--- src/design/dgcc_pkg.sv ---
`default_nettype none
package dgcc_pkg;
    localparam int GateCountDef = 24;
    localparam logic [1:0] PH_IDLE   = 2'd0;
    localparam logic [1:0] PH_INNER  = 2'd1;
    localparam logic [1:0] PH_OUTER  = 2'd2;
    localparam logic [1:0] PH_PAIRED = 2'd3;
    localparam logic [1:0] EV_NONE   = 2'd0;
    localparam logic [1:0] EV_ENTRY  = 2'd1;
    localparam logic [1:0] EV_EXIT   = 2'd2;
    localparam logic [1:0] EV_GLITCH = 2'd3;
    localparam logic [1:0] REG_DEBOUNCE = 2'd0;
    localparam logic [1:0] REG_WINDOW   = 2'd1;
    localparam logic [1:0] REG_STUCK    = 2'd2;

    typedef struct packed {
        logic [4:0]  gate;
        logic        inner_raw;
        logic        outer_raw;
        logic [31:0] now_ms;
    } t_sample;

    typedef struct packed {
        logic [1:0]  phase;
        logic        inner_level;
        logic        outer_level;
        logic [31:0] inner_seen;
        logic [31:0] outer_seen;
        logic [31:0] pair_start;
        logic [31:0] inner_start;
        logic [31:0] outer_start;
    } t_gate_state;

    typedef struct packed {
        logic [1:0]  event_res;
        logic [31:0] entry_total;
        logic [31:0] exit_total;
        logic [15:0] glitch_total;
        logic        sensor_fault;
        logic        count_overflow;
    } t_result;
endpackage
`default_nettype wire

--- src/design/dgcc_front.sv ---
`default_nettype none
// Accept samples into a two-entry queue.
module dgcc_front (
    input  wire                   i_clk,
    input  wire                   i_rst_n,
    input  wire                   i_valid,
    output logic                  o_ready,
    input  dgcc_pkg::t_sample     i_sample,
    output logic                  o_valid,
    input  wire                   i_ready,
    output dgcc_pkg::t_sample     o_sample
);
    dgcc_pkg::t_sample r_q [2];
    logic              r_rd, r_wr;
    logic [1:0]        r_cnt;
    logic              w_push, w_pop;

    assign o_ready  = (r_cnt != 2'd2);
    assign o_valid  = (r_cnt != 2'd0);
    assign o_sample = r_q[r_rd];
    assign w_push   = i_valid && o_ready;
    assign w_pop    = o_valid && i_ready;

    always_ff @(posedge i_clk) begin
        if (w_push) begin
            r_q[r_wr] <= i_sample;
        end
        if (!i_rst_n) begin
            r_rd  <= 1'b0;
            r_wr  <= 1'b0;
            r_cnt <= 2'd0;
        end else begin
            if (w_push) r_wr <= ~r_wr;
            if (w_pop)  r_rd <= ~r_rd;
            r_cnt <= r_cnt + {1'b0, w_push} - {1'b0, w_pop};
        end
    end
endmodule
`default_nettype wire

--- config.mk ---
export PLATFORM = sky130hd
export DESIGN_NAME = dgcc_front
export DESIGN_NICKNAME = d
export VERILOG_FILES = /design/src/design/dgcc_pkg.sv /design/src/design/dgcc_front.sv
export SDC_FILE = /design/constraint.sdc
export NUM_CORES = 1
export LEC_CHECK = 0
export BUFFER_PORTS_ARGS = -buffer_cell sky130_fd_sc_hd__buf_4
export CAP_MARGIN = 5
export CORE_UTILIZATION = 55
export CTS_CLUSTER_SIZE = 20
export DETAILED_ROUTE_END_ITERATION = 16
export PLACE_DENSITY = 0.83
export SYNTH_ARGS = -nofsm -noshare
export SYNTH_HDL_FRONTEND = slang
export SYNTH_SLANG_ARGS = --single-unit
--- constraint.sdc ---
create_clock -name i_clk -period 4.77 [get_ports i_clk]
set_input_delay 0.2385 -clock i_clk [delete_from_list [all_inputs] [get_ports i_clk]]
set_output_delay 0.2385 -clock i_clk [all_outputs]
set_load 0.01 [all_outputs]
==> reports/metrics.cfg <==
[sta]
hold_viol_final=0
rsz0062_at_grt=no
finalMaxSlewViolations=0
finalSetupViolations=0
clock_skew_ps=9.91
period_needed_ps=2170
setup_slack_ps=2600
fin_crit_sh=0.455
max_freq_ghz=0.461
tightest_slew_ps=1110
tns_ps=0
relSlewSlack=0.261

[routing]
first_pass_iters=4
wl_um=5010
drt_iter0_drc=85
avgViaCountPerCell=5.04
wl_per_cell_um=16.2
final_antenna_net_count=0
drc_errors=0
routed-via-count=1563

[finish]
nets=280
drive_gt1_frac=0.575
syn_to_final_growth_pct=27.9
num_antenna_cells=0

[clocking]
ctsHtreeMaxLevel=3
clockRootBuffer=clkbuf_8
cts.sinks=83
cts_setup_buffers=0
cts_tree=done
clk_pin_slew_ps=80
postCtsResizedCells=0
cts_buffers=9
cts_hold_buf=0
clk_latency_ps=330
cts_buffer_depth=2

[pwr]
pwr-share-comb=0.260
powerDensity_nw_per_um2=497
p_clk_frac=0.236
intPower_mw=1.46
irDropWorstVdd_mv=0.381
sw_frac_of_total=0.258
power.total_mw=1.97
seq_power_share=0.504
switchingPower_uw=508
leakage_nw=1.50

[floorplan]
start_util=0.587
die_y_um=77.0
coreArea_sq_um=5270
ios=84
dieArea_sq_um=5930
dieWidth_um=77.0
row_count=26

[job]
max_cap_viol_count=0

[logic_synthesis]
synth_seq_area_share=0.789
synth.distinct_cells=19
ys_seq_elements=83
syn_inst=145
syn_nets=190
yosys_warnings=0
synth_area_per_cell_sq_um=21.3
syn_area_sq_um=3090

[critical_path]
cp_cell_sequence=mux2_2 > buf_4
crit_family=flip-flops
worstPathMaxFanout=39
cp-end-kind=primary output
critical_path_class=reg2out
crit_buf_inv=1
cpMaxStageDelayCell=dfxtp_2
crit_path_start_kind=flip-flop
required_ps=4530
arrival_ps=1930
critPathMaxStageDelay_ps=1010

[run_status]
outcome=completed

[global_routing]
grt_pass1_vias=1660
grt_pass1_wl_um=7710
globalRoute.totalOverflow=0
grt.total_usage=0.179
grt_max_degree=40
grt_antenna_before_repair=0

[placement]
pre_cts_ws_ps=2820
io_buffers=83
gp_congestion=0.695

[hold_path]
hold_path_class=in2reg

[sequential cells by signal, indices dropped and copies added, names as in the netlist, named ones only]
name	count
r_cnt	2
r_rd	1
r_wr	1
r_q	78
[cell usage in the layout (no fill, tap or decap), drive strengths merged]
cell type  synthesis  layout
inv                1       1
clkinvlp           0       1
clkinv             0       3
dfxtp              5       5
mux2i              1       1
and3               1       1
or2                1       1
nor2b              2       2
nand2              2       2
and2               2       2
clkbuf             0      11
xnor2              3       3
mux2              39      39
ha                 2       2
buf                4      83
edfxtp            78      78
nand2b             2       2
nor2               1       1
bufinv             0       1
o21a               1       1
[worst reg2reg max path, cell delays in order (launching register included)]
cell,delay (ps)
dfxtp_1,370
nand2b_1,160
nand2_1,150
nor2_4,860
[metrics by stage]
| step | cell area [sq um] | util | hold WS [ps] | instances |
|---|---|---|---|---|
| 3_5_place_dp | 3770 | 0.716 | 426 | 294 |
| 2_1_floorplan | 3090 | - | 337 | 145 |
| 5_1_grt | 3960 | 0.751 | 61.0 | 310 |
| 3_3_place_gp | 3770 | 0.716 | 425 | 294 |
| 6_report | 3960 | 0.751 | 87.5 | 310 |
| 4_1_cts | 3960 | 0.751 | 68.4 | 310 |
[cells by family after synthesis]
logic type | count (synthesis) | share of synthesized area
simple gates | 11 | 0.0198
mux | 40 | 0.157
fa+ha+maj | 2 | 0.00809
buf+inv | 5 | 0.0146
xor+xnor | 3 | 0.00849
flops | 83 | 0.789
compound gates | 1 | 0.00243
[synth_stat cells (all sizes together)]
cell	number	share of area
edfxtp	78	0.76
and3	1	0.0020
mux2i	1	0.0032
mux2	39	0.15
o21a	1	0.0024
nand2b	2	0.0040
nand2	2	0.0024
ha	2	0.0081
and2	2	0.0040
nor2b	2	0.0040
or2	1	0.0020
inv	1	0.0012
xnor2	3	0.0085
nor2	1	0.0012
buf	4	0.013
dfxtp	5	0.032
[routing by layer]
layer | part of all wire | routed length (um) | track usage | up-vias
met5 | 0 | 0 | 0 | -
met4 | 0.017 | 83 | 0.0830 | 0
met3 | 0.049 | 244 | 0.0583 | 8
met2 | 0.53 | 2640 | 0.307 | 53
met1 | 0.41 | 2050 | 0.203 | 762
li1 | - | - | - | 740
[power groups by stage]
stage | sequential (mW) | combinational, mW | clock [mW]
floorplan | 0.957 | 0.341 | 0
global placement | 1.00 | 0.510 | 0
detailed placement | 1.01 | 0.517 | 0
CTS | 0.993 | 0.520 | 0.472
global route | 1.01 | 0.548 | 0.500
finish | 0.991 | 0.512 | 0.463
[final cells by class]
| class | instances | area, sq um |
|---|---|---|
| Clock buffer | 11 | 131 |
| Clock inverter | 5 | 53.8 |
| Fill cell | 350 | 1310 |
| Inverter | 1 | 3.75 |
| Multi-Input combinational cell | 57 | 616 |
| Sequential cell | 83 | 2440 |
| Tap cell | 70 | 87.6 |
| Timing Repair Buffer | 83 | 623 |
[path summary, 6_finish.rpt]
path,start,to,slack [ps],cells past startpoint
min,i_sample[0],r_q[0][0],90,1
max reg2reg,r_cnt[0],r_q[0][19],2820,3
max,flip-flop,o_sample[10],2600,2
min reg2reg,r_wr,r_wr,530,2
Note: power is estimated with default switching activity, not from simulation.
