`config.mk`:
```
export PLATFORM = sky130hd
export DESIGN_NAME = dgcc_back
export DESIGN_NICKNAME = d
export VERILOG_FILES = /design/src/design/dgcc_pkg.sv /design/src/design/dgcc_back.sv
export SDC_FILE = /design/constraint.sdc
export NUM_CORES = 2
export LEC_CHECK = 0
export BUFFER_PORTS_ARGS = -buffer_cell sky130_fd_sc_hd__buf_2
export CAP_MARGIN = 40
export CORE_MARGIN = 5
export CORE_UTILIZATION = 40
export DETAILED_ROUTE_END_ITERATION = 6
export GPL_TIMING_DRIVEN = 0
export PLACE_DENSITY = 0.59
export SLEW_MARGIN = 15
export SYNTH_ARGS = -nofsm -noshare
export SYNTH_HDL_FRONTEND = slang
export SYNTH_SLANG_ARGS = --single-unit
```
`constraint.sdc`:
```
create_clock -name i_clk -period 37.7 [get_ports i_clk]
set_input_delay 0 -clock i_clk [delete_from_list [all_inputs] [get_ports i_clk]]
set_output_delay 0 -clock i_clk [all_outputs]
set_load 0.01 [all_outputs]
```
`src/design/dgcc_pkg.sv`:
```
`default_nettype none
package dgcc_pkg;
    localparam int GateCountDef = 24;
    localparam logic [1:0] PH_IDLE   = 2'd0;
    localparam logic [1:0] PH_INNER  = 2'd1;
    localparam logic [1:0] PH_OUTER  = 2'd2;
    localparam logic [1:0] PH_PAIRED = 2'd3;
    localparam logic [1:0] EV_NONE   = 2'd0;
    localparam logic [1:0] EV_ENTRY  = 2'd1;
    localparam logic [1:0] EV_EXIT   = 2'd2;
    localparam logic [1:0] EV_GLITCH = 2'd3;
    localparam logic [1:0] REG_DEBOUNCE = 2'd0;
    localparam logic [1:0] REG_WINDOW   = 2'd1;
    localparam logic [1:0] REG_STUCK    = 2'd2;

    typedef struct packed {
        logic [4:0]  gate;
        logic        inner_raw;
        logic        outer_raw;
        logic [31:0] now_ms;
    } t_sample;

    typedef struct packed {
        logic [1:0]  phase;
        logic        inner_level;
        logic        outer_level;
        logic [31:0] inner_seen;
        logic [31:0] outer_seen;
        logic [31:0] pair_start;
        logic [31:0] inner_start;
        logic [31:0] outer_start;
    } t_gate_state;

    typedef struct packed {
        logic [1:0]  event_res;
        logic [31:0] entry_total;
        logic [31:0] exit_total;
        logic [15:0] glitch_total;
        logic        sensor_fault;
        logic        count_overflow;
    } t_result;
endpackage
`default_nettype wire

```
`src/design/dgcc_back.sv`:
```
`default_nettype none
// Read gate state, update, write back; no new sample is taken until write-back.
module dgcc_back #(
    parameter int GATE_COUNT = dgcc_pkg::GateCountDef
) (
    input  wire                   i_clk,
    input  wire                   i_rst_n,
    input  wire                   i_valid,
    output logic                  o_ready,
    input  dgcc_pkg::t_sample     i_sample,
    input  wire  [7:0]            i_debounce,
    input  wire  [15:0]           i_window,
    input  wire  [19:0]           i_stuck,
    output logic                  o_valid,
    input  wire                   i_ready,
    output dgcc_pkg::t_result     o_result
);
    localparam int GW = (GATE_COUNT > 1) ? $clog2(GATE_COUNT) : 1;

    dgcc_pkg::t_gate_state r_mem [GATE_COUNT];
    logic [GATE_COUNT-1:0] r_init;
    dgcc_pkg::t_gate_state r_rdat, w_st, w_nx;
    dgcc_pkg::t_sample     r_smp;
    logic                  r_busy, r_inr;
    logic [31:0]           r_ent, r_ext;
    logic [15:0]           r_gl;
    logic                  r_flt, r_ovf;
    logic                  r_ovalid;
    dgcc_pkg::t_result     r_res;
    logic                  w_inr;
    logic [GW-1:0]         w_idx, r_idx;
    logic                  w_fin;
    logic [1:0]            w_ev;
    logic [31:0]           w_ent, w_ext;
    logic [15:0]           w_gl;
    logic                  w_flt, w_ovf, w_bi, w_bo, w_to;

    assign w_inr   = ({27'd0, i_sample.gate} < 32'(GATE_COUNT));
    assign w_idx   = i_sample.gate[GW-1:0];
    assign o_ready = !r_busy;
    assign w_fin   = r_busy && (!r_ovalid || i_ready);
    assign o_valid = r_ovalid;
    assign o_result = r_res;
    assign w_st    = r_init[r_idx] ? r_rdat : '0;

    always_comb begin
        logic [31:0] now;
        now   = r_smp.now_ms;
        w_nx  = w_st;
        w_ev  = dgcc_pkg::EV_NONE;
        w_ent = r_ent;
        w_ext = r_ext;
        w_gl  = r_gl;
        w_flt = r_flt;
        if (r_smp.inner_raw != w_st.inner_level) begin
            if ((now - w_st.inner_seen) >= {24'd0, i_debounce}) begin
                w_nx.inner_level = r_smp.inner_raw;
                w_nx.inner_seen  = now;
                if (r_smp.inner_raw) w_nx.inner_start = now;
            end
        end else begin
            w_nx.inner_seen = now;
        end
        if (r_smp.outer_raw != w_st.outer_level) begin
            if ((now - w_st.outer_seen) >= {24'd0, i_debounce}) begin
                w_nx.outer_level = r_smp.outer_raw;
                w_nx.outer_seen  = now;
                if (r_smp.outer_raw) w_nx.outer_start = now;
            end
        end else begin
            w_nx.outer_seen = now;
        end
        w_bi = w_nx.inner_level;
        w_bo = w_nx.outer_level;
        if (w_bi && (now - w_nx.inner_start) > {12'd0, i_stuck}) w_flt = 1'b1;
        if (w_bo && (now - w_nx.outer_start) > {12'd0, i_stuck}) w_flt = 1'b1;
        w_to = (now - w_st.pair_start) > {16'd0, i_window};
        unique case (w_st.phase)
            dgcc_pkg::PH_IDLE: begin
                if (w_bi && !w_bo) begin
                    w_nx.phase = dgcc_pkg::PH_INNER;
                    w_nx.pair_start = now;
                end else if (w_bo && !w_bi) begin
                    w_nx.phase = dgcc_pkg::PH_OUTER;
                    w_nx.pair_start = now;
                end else if (w_bi && w_bo) begin
                    w_nx.phase = dgcc_pkg::PH_PAIRED;
                    w_gl = r_gl + 16'd1;
                    w_ev = dgcc_pkg::EV_GLITCH;
                end
            end
            dgcc_pkg::PH_INNER: begin
                if (w_to) begin
                    if (!w_bi && !w_bo) w_nx.phase = dgcc_pkg::PH_IDLE;
                end else if (w_bo) begin
                    w_ext = r_ext + 32'd1;
                    w_nx.phase = dgcc_pkg::PH_PAIRED;
                    w_ev = dgcc_pkg::EV_EXIT;
                end else if (!w_bi) begin
                    w_nx.phase = dgcc_pkg::PH_IDLE;
                    w_gl = r_gl + 16'd1;
                    w_ev = dgcc_pkg::EV_GLITCH;
                end
            end
            dgcc_pkg::PH_OUTER: begin
                if (w_to) begin
                    if (!w_bi && !w_bo) w_nx.phase = dgcc_pkg::PH_IDLE;
                end else if (w_bi) begin
                    w_ent = r_ent + 32'd1;
                    w_nx.phase = dgcc_pkg::PH_PAIRED;
                    w_ev = dgcc_pkg::EV_ENTRY;
                end else if (!w_bo) begin
                    w_nx.phase = dgcc_pkg::PH_IDLE;
                    w_gl = r_gl + 16'd1;
                    w_ev = dgcc_pkg::EV_GLITCH;
                end
            end
            default: begin
                if (!w_bi && !w_bo) w_nx.phase = dgcc_pkg::PH_IDLE;
            end
        endcase
        w_ovf = r_ovf || (&w_ent) || (&w_ext);
        if (!r_inr) begin
            w_ev  = dgcc_pkg::EV_NONE;
            w_ent = r_ent;
            w_ext = r_ext;
            w_gl  = r_gl;
            w_flt = r_flt;
            w_ovf = r_ovf;
        end
    end

    always_ff @(posedge i_clk) begin
        if (i_valid && o_ready) begin
            r_rdat <= r_mem[w_idx];
            r_smp  <= i_sample;
            r_idx  <= w_idx;
        end
        if (w_fin && r_inr) begin
            r_mem[r_idx] <= w_nx;
        end
        if (w_fin) begin
            r_res.event_res      <= w_ev;
            r_res.entry_total    <= w_ent;
            r_res.exit_total     <= w_ext;
            r_res.glitch_total   <= w_gl;
            r_res.sensor_fault   <= w_flt;
            r_res.count_overflow <= w_ovf;
        end
        if (!i_rst_n) begin
            r_busy   <= 1'b0;
            r_inr    <= 1'b0;
            r_ovalid <= 1'b0;
            r_init   <= '0;
            r_ent    <= '0;
            r_ext    <= '0;
            r_gl     <= '0;
            r_flt    <= 1'b0;
            r_ovf    <= 1'b0;
        end else begin
            if (i_valid && o_ready) begin
                r_busy <= 1'b1;
                r_inr  <= w_inr;
            end else if (w_fin) begin
                r_busy <= 1'b0;
            end
            if (w_fin) begin
                r_ovalid <= 1'b1;
                r_ent <= w_ent;
                r_ext <= w_ext;
                r_gl  <= w_gl;
                r_flt <= w_flt;
                r_ovf <= w_ovf;
                if (r_inr) r_init[r_idx] <= 1'b1;
            end else if (i_ready) begin
                r_ovalid <= 1'b0;
            end
        end
    end
endmodule
`default_nettype wire

```
==> flow_summary.ini <==
[detailed_routing]
wl_mm = 527
routed_via_density = 5.80
drt.antenna.violating_nets = 0
via_count = 97998
first_pass_iters = 7
post_drt_wl_per_cell_um = 31.2
drc = 2
drt_iter0_markers = 10834

[floorplanning]
core_um2 = 442000
die_w_um = 677
die_h_um = 677
rows = 244
die_area_um2 = 458000
ios = 173
initial_core_util = 0.402

[place]
place_area_um2 = 197000
dp.cells = 15918
port_buffers = 172
dp_hpwl_mm = 372
gp_congestion = 0.883
place_ws_ns = 21.38

[timing]
rsz0062_at_grt = false
final_hold_viol_count = 0
hold_ws_ns = 0.0949
setup_ws_ns = 21.49
setup_violations = 0
setup_tns_ns = 0
clock.fmax_mhz = 61.7
clock-skew-final_ns = 0.0755
fin_crit_ns = 16.21
worst_pin_slew_ns = 0.988
fin_crit_sh = 0.430
slew_headroom = 0.341
slew_violations = 0

[synthesis]
synthesis.nets = 9593
synth_flop_cell = edfxtp_1
synth_cell_type_count = 95
synth_largest_area_cell = edfxtp_1
synth_commonest_cells = edfxtp_1, mux4_2, nor2_1, nand2_1, clkbuf_1
syn_area_um2 = 178000
yosysSeqAreaShare = 0.726
syn_avg_cell_area_um2 = 19.2
synthArstFlopShare = 0
synth-seq-cells = 4332
synthTopCellsByArea = edfxtp_1, mux4_2, ha_1
synth_edf_count = 4223
synth_top_area_frac = 0.714
synth.most_common_cell = edfxtp_1
syn-instance-count = 9268
yosysWarnings = 0

[clock_tree]
clock_path_buffers = 4
post_cts_buffers = 0
clock-sinks = 4332
ctsRootBufferMaster = clkbuf_16
worst_setup_hold_path_clk_slew_ns = 0.06
clk_latency_ns = 1.01
htreeDepth = 5
numCtsBuffers = 438
cts_tree = yes

[critical_path]
arrival_ns = 16.91
r2r_slack_ns = 21.49
worst-path-buf-inv = 10
max_stage_delay_ns = 0.74
worstPathRequired_ns = 38.40
crit_slowest_cell = nor4_1
crit_family = compound AO/OA/AOI/OAI gates
worst_r2r_startpoint = r_idx[0]
critical_path.max_fanout = 10
cp-start-kind = flip-flop
reg2reg_to = o_result[1]
crit_path_end_kind = flip-flop
worst-r2r-cell-count = 53
path_depth = 53
crit_type = flip-flop to flip-flop

[global_route]
antenna_found_initial = 36
grt_max_degree = 93
grt_overflow_total = 0
track_usage = 0.225
first_global_vias = 98582
grt_pass1_wl_mm = 742

[min_path]
min_path_cells = 2
worstHoldPathType = primary input to flip-flop
holdPathEnd = r_idx[2]
hold_start = i_sample[36]

[pwr]
p_leak_uw = 0.0694
ir_worst_vdd_mv = 0.0400
p_per_area_nw_per_um2 = 48.6

[finish]
fin_area_um2 = 213000
drive_above_1_share = 0.260
n_fill_cell = 36236
fin_cells = 16898
fin_nets = 10932
area_growth_pct = 19.9

[run_status]
violations = design-rule violations
outcome = finished with violations

[run]
maxCapViolCount = 0
## sequential cells by signal, summed over array words and instances, names as in the netlist, 5 cells and up
name / flops
r_mem: 3936
r_rdat: 164
o_result: 84
r_smp: 34
r_ent: 32
r_ext: 32
r_init: 24
r_gl: 16
r_idx: 5
## cell families after synthesis
kind of cell    count (synthesis)  synth area share
compound gates               1003            0.0348
xor+xnor                      225            0.0111
fa+ha+maj                     238            0.0170
buf+inv                       657            0.0141
flops                        4332             0.726
mux                          1383             0.159
simple gates                 1430            0.0378
## what timing repair did
action,4_1_cts,5_1_grt
hold endpoints to repair,215,0
endpoints found under the setup margin,0,0
hold buffers,84,0
resized for setup,0,0
## routing by layer
layer  vias up  part of all wire  global-route usage
met5         -           0.00013                   0
met3       969             0.081              0.0391
met2      4576              0.48               0.365
li1      40656                 -                   -
met1     51787              0.39               0.301
met4        10             0.050              0.0995
## cells in the final DEF (no fill, tap or decap), drive strengths merged, types with 16 or more instances in the layout
cell / n
a21o: 66
diode: 18
mux4: 1154
clkinvlp: 16
o21ai: 253
nand2b: 33
xnor2: 131
mux2i: 196
a211oi: 27
ha: 233
dfxtp: 109
dlygate4sd3: 84
bufinv: 34
nor4: 27
xor2: 94
nor3: 54
clkinv: 181
and2: 59
or3: 43
o21a: 40
mux2: 33
nor2: 450
nand3: 111
o211ai: 30
nand2: 425
o21bai: 16
o31ai: 41
clkbuf: 921
nor2b: 34
inv: 200
a31oi: 29
buf: 929
nand4: 54
edfxtp: 4223
and3: 61
a21oi: 361
## final cells by class
class | count | area [um^2] | area share
multi-input cells | 4279 | 47100 | 0.221
diodes | 18 | 45.0 | 0.000211
clock inverters | 250 | 2360 | 0.0111
inverters | 181 | 684 | 0.00321
plain buffers | 476 | 1920 | 0.00899
clock buffers | 559 | 11500 | 0.0541
well taps | 5904 | 7390 | 0.0347
flip-flops and latches | 4332 | 129000 | 0.606
repair buffers | 899 | 12900 | 0.0608
## where the power goes
| group | leakage (uW) | switching [uW] | internal, uW | total, uW |
|---|---|---|---|---|
| Combinational | 0.0232 | 462 | 301 | 762 |
| Sequential | 0.0395 | 17.5 | 5330 | 5350 |
| Clock | 0.00674 | 1850 | 2400 | 4250 |
## per-stage QoR
stage	power (uW)	utilization
3_3_place_gp	6130	0.421
3_5_place_dp	6190	0.447
4_1_cts	10400	0.480
2_1_floorplan	5870	-
5_1_grt	10700	0.482
6_report	10400	0.482
## worst max path at each step
stage,from,slack (ns),endpoint
final,r_idx[0],21.49,o_result[1]
after global routing,r_idx[3],20.59,o_result[1]
after CTS,r_idx[0],21.31,o_result[1]
after detailed placement,r_idx[0],21.38,o_result[1]
after global placement,o_valid,14.55,r_mem[8][117]
after floorplan,r_idx[0],25.70,o_result[1]
No activity file was read; power rests on OpenSTA's default activity.
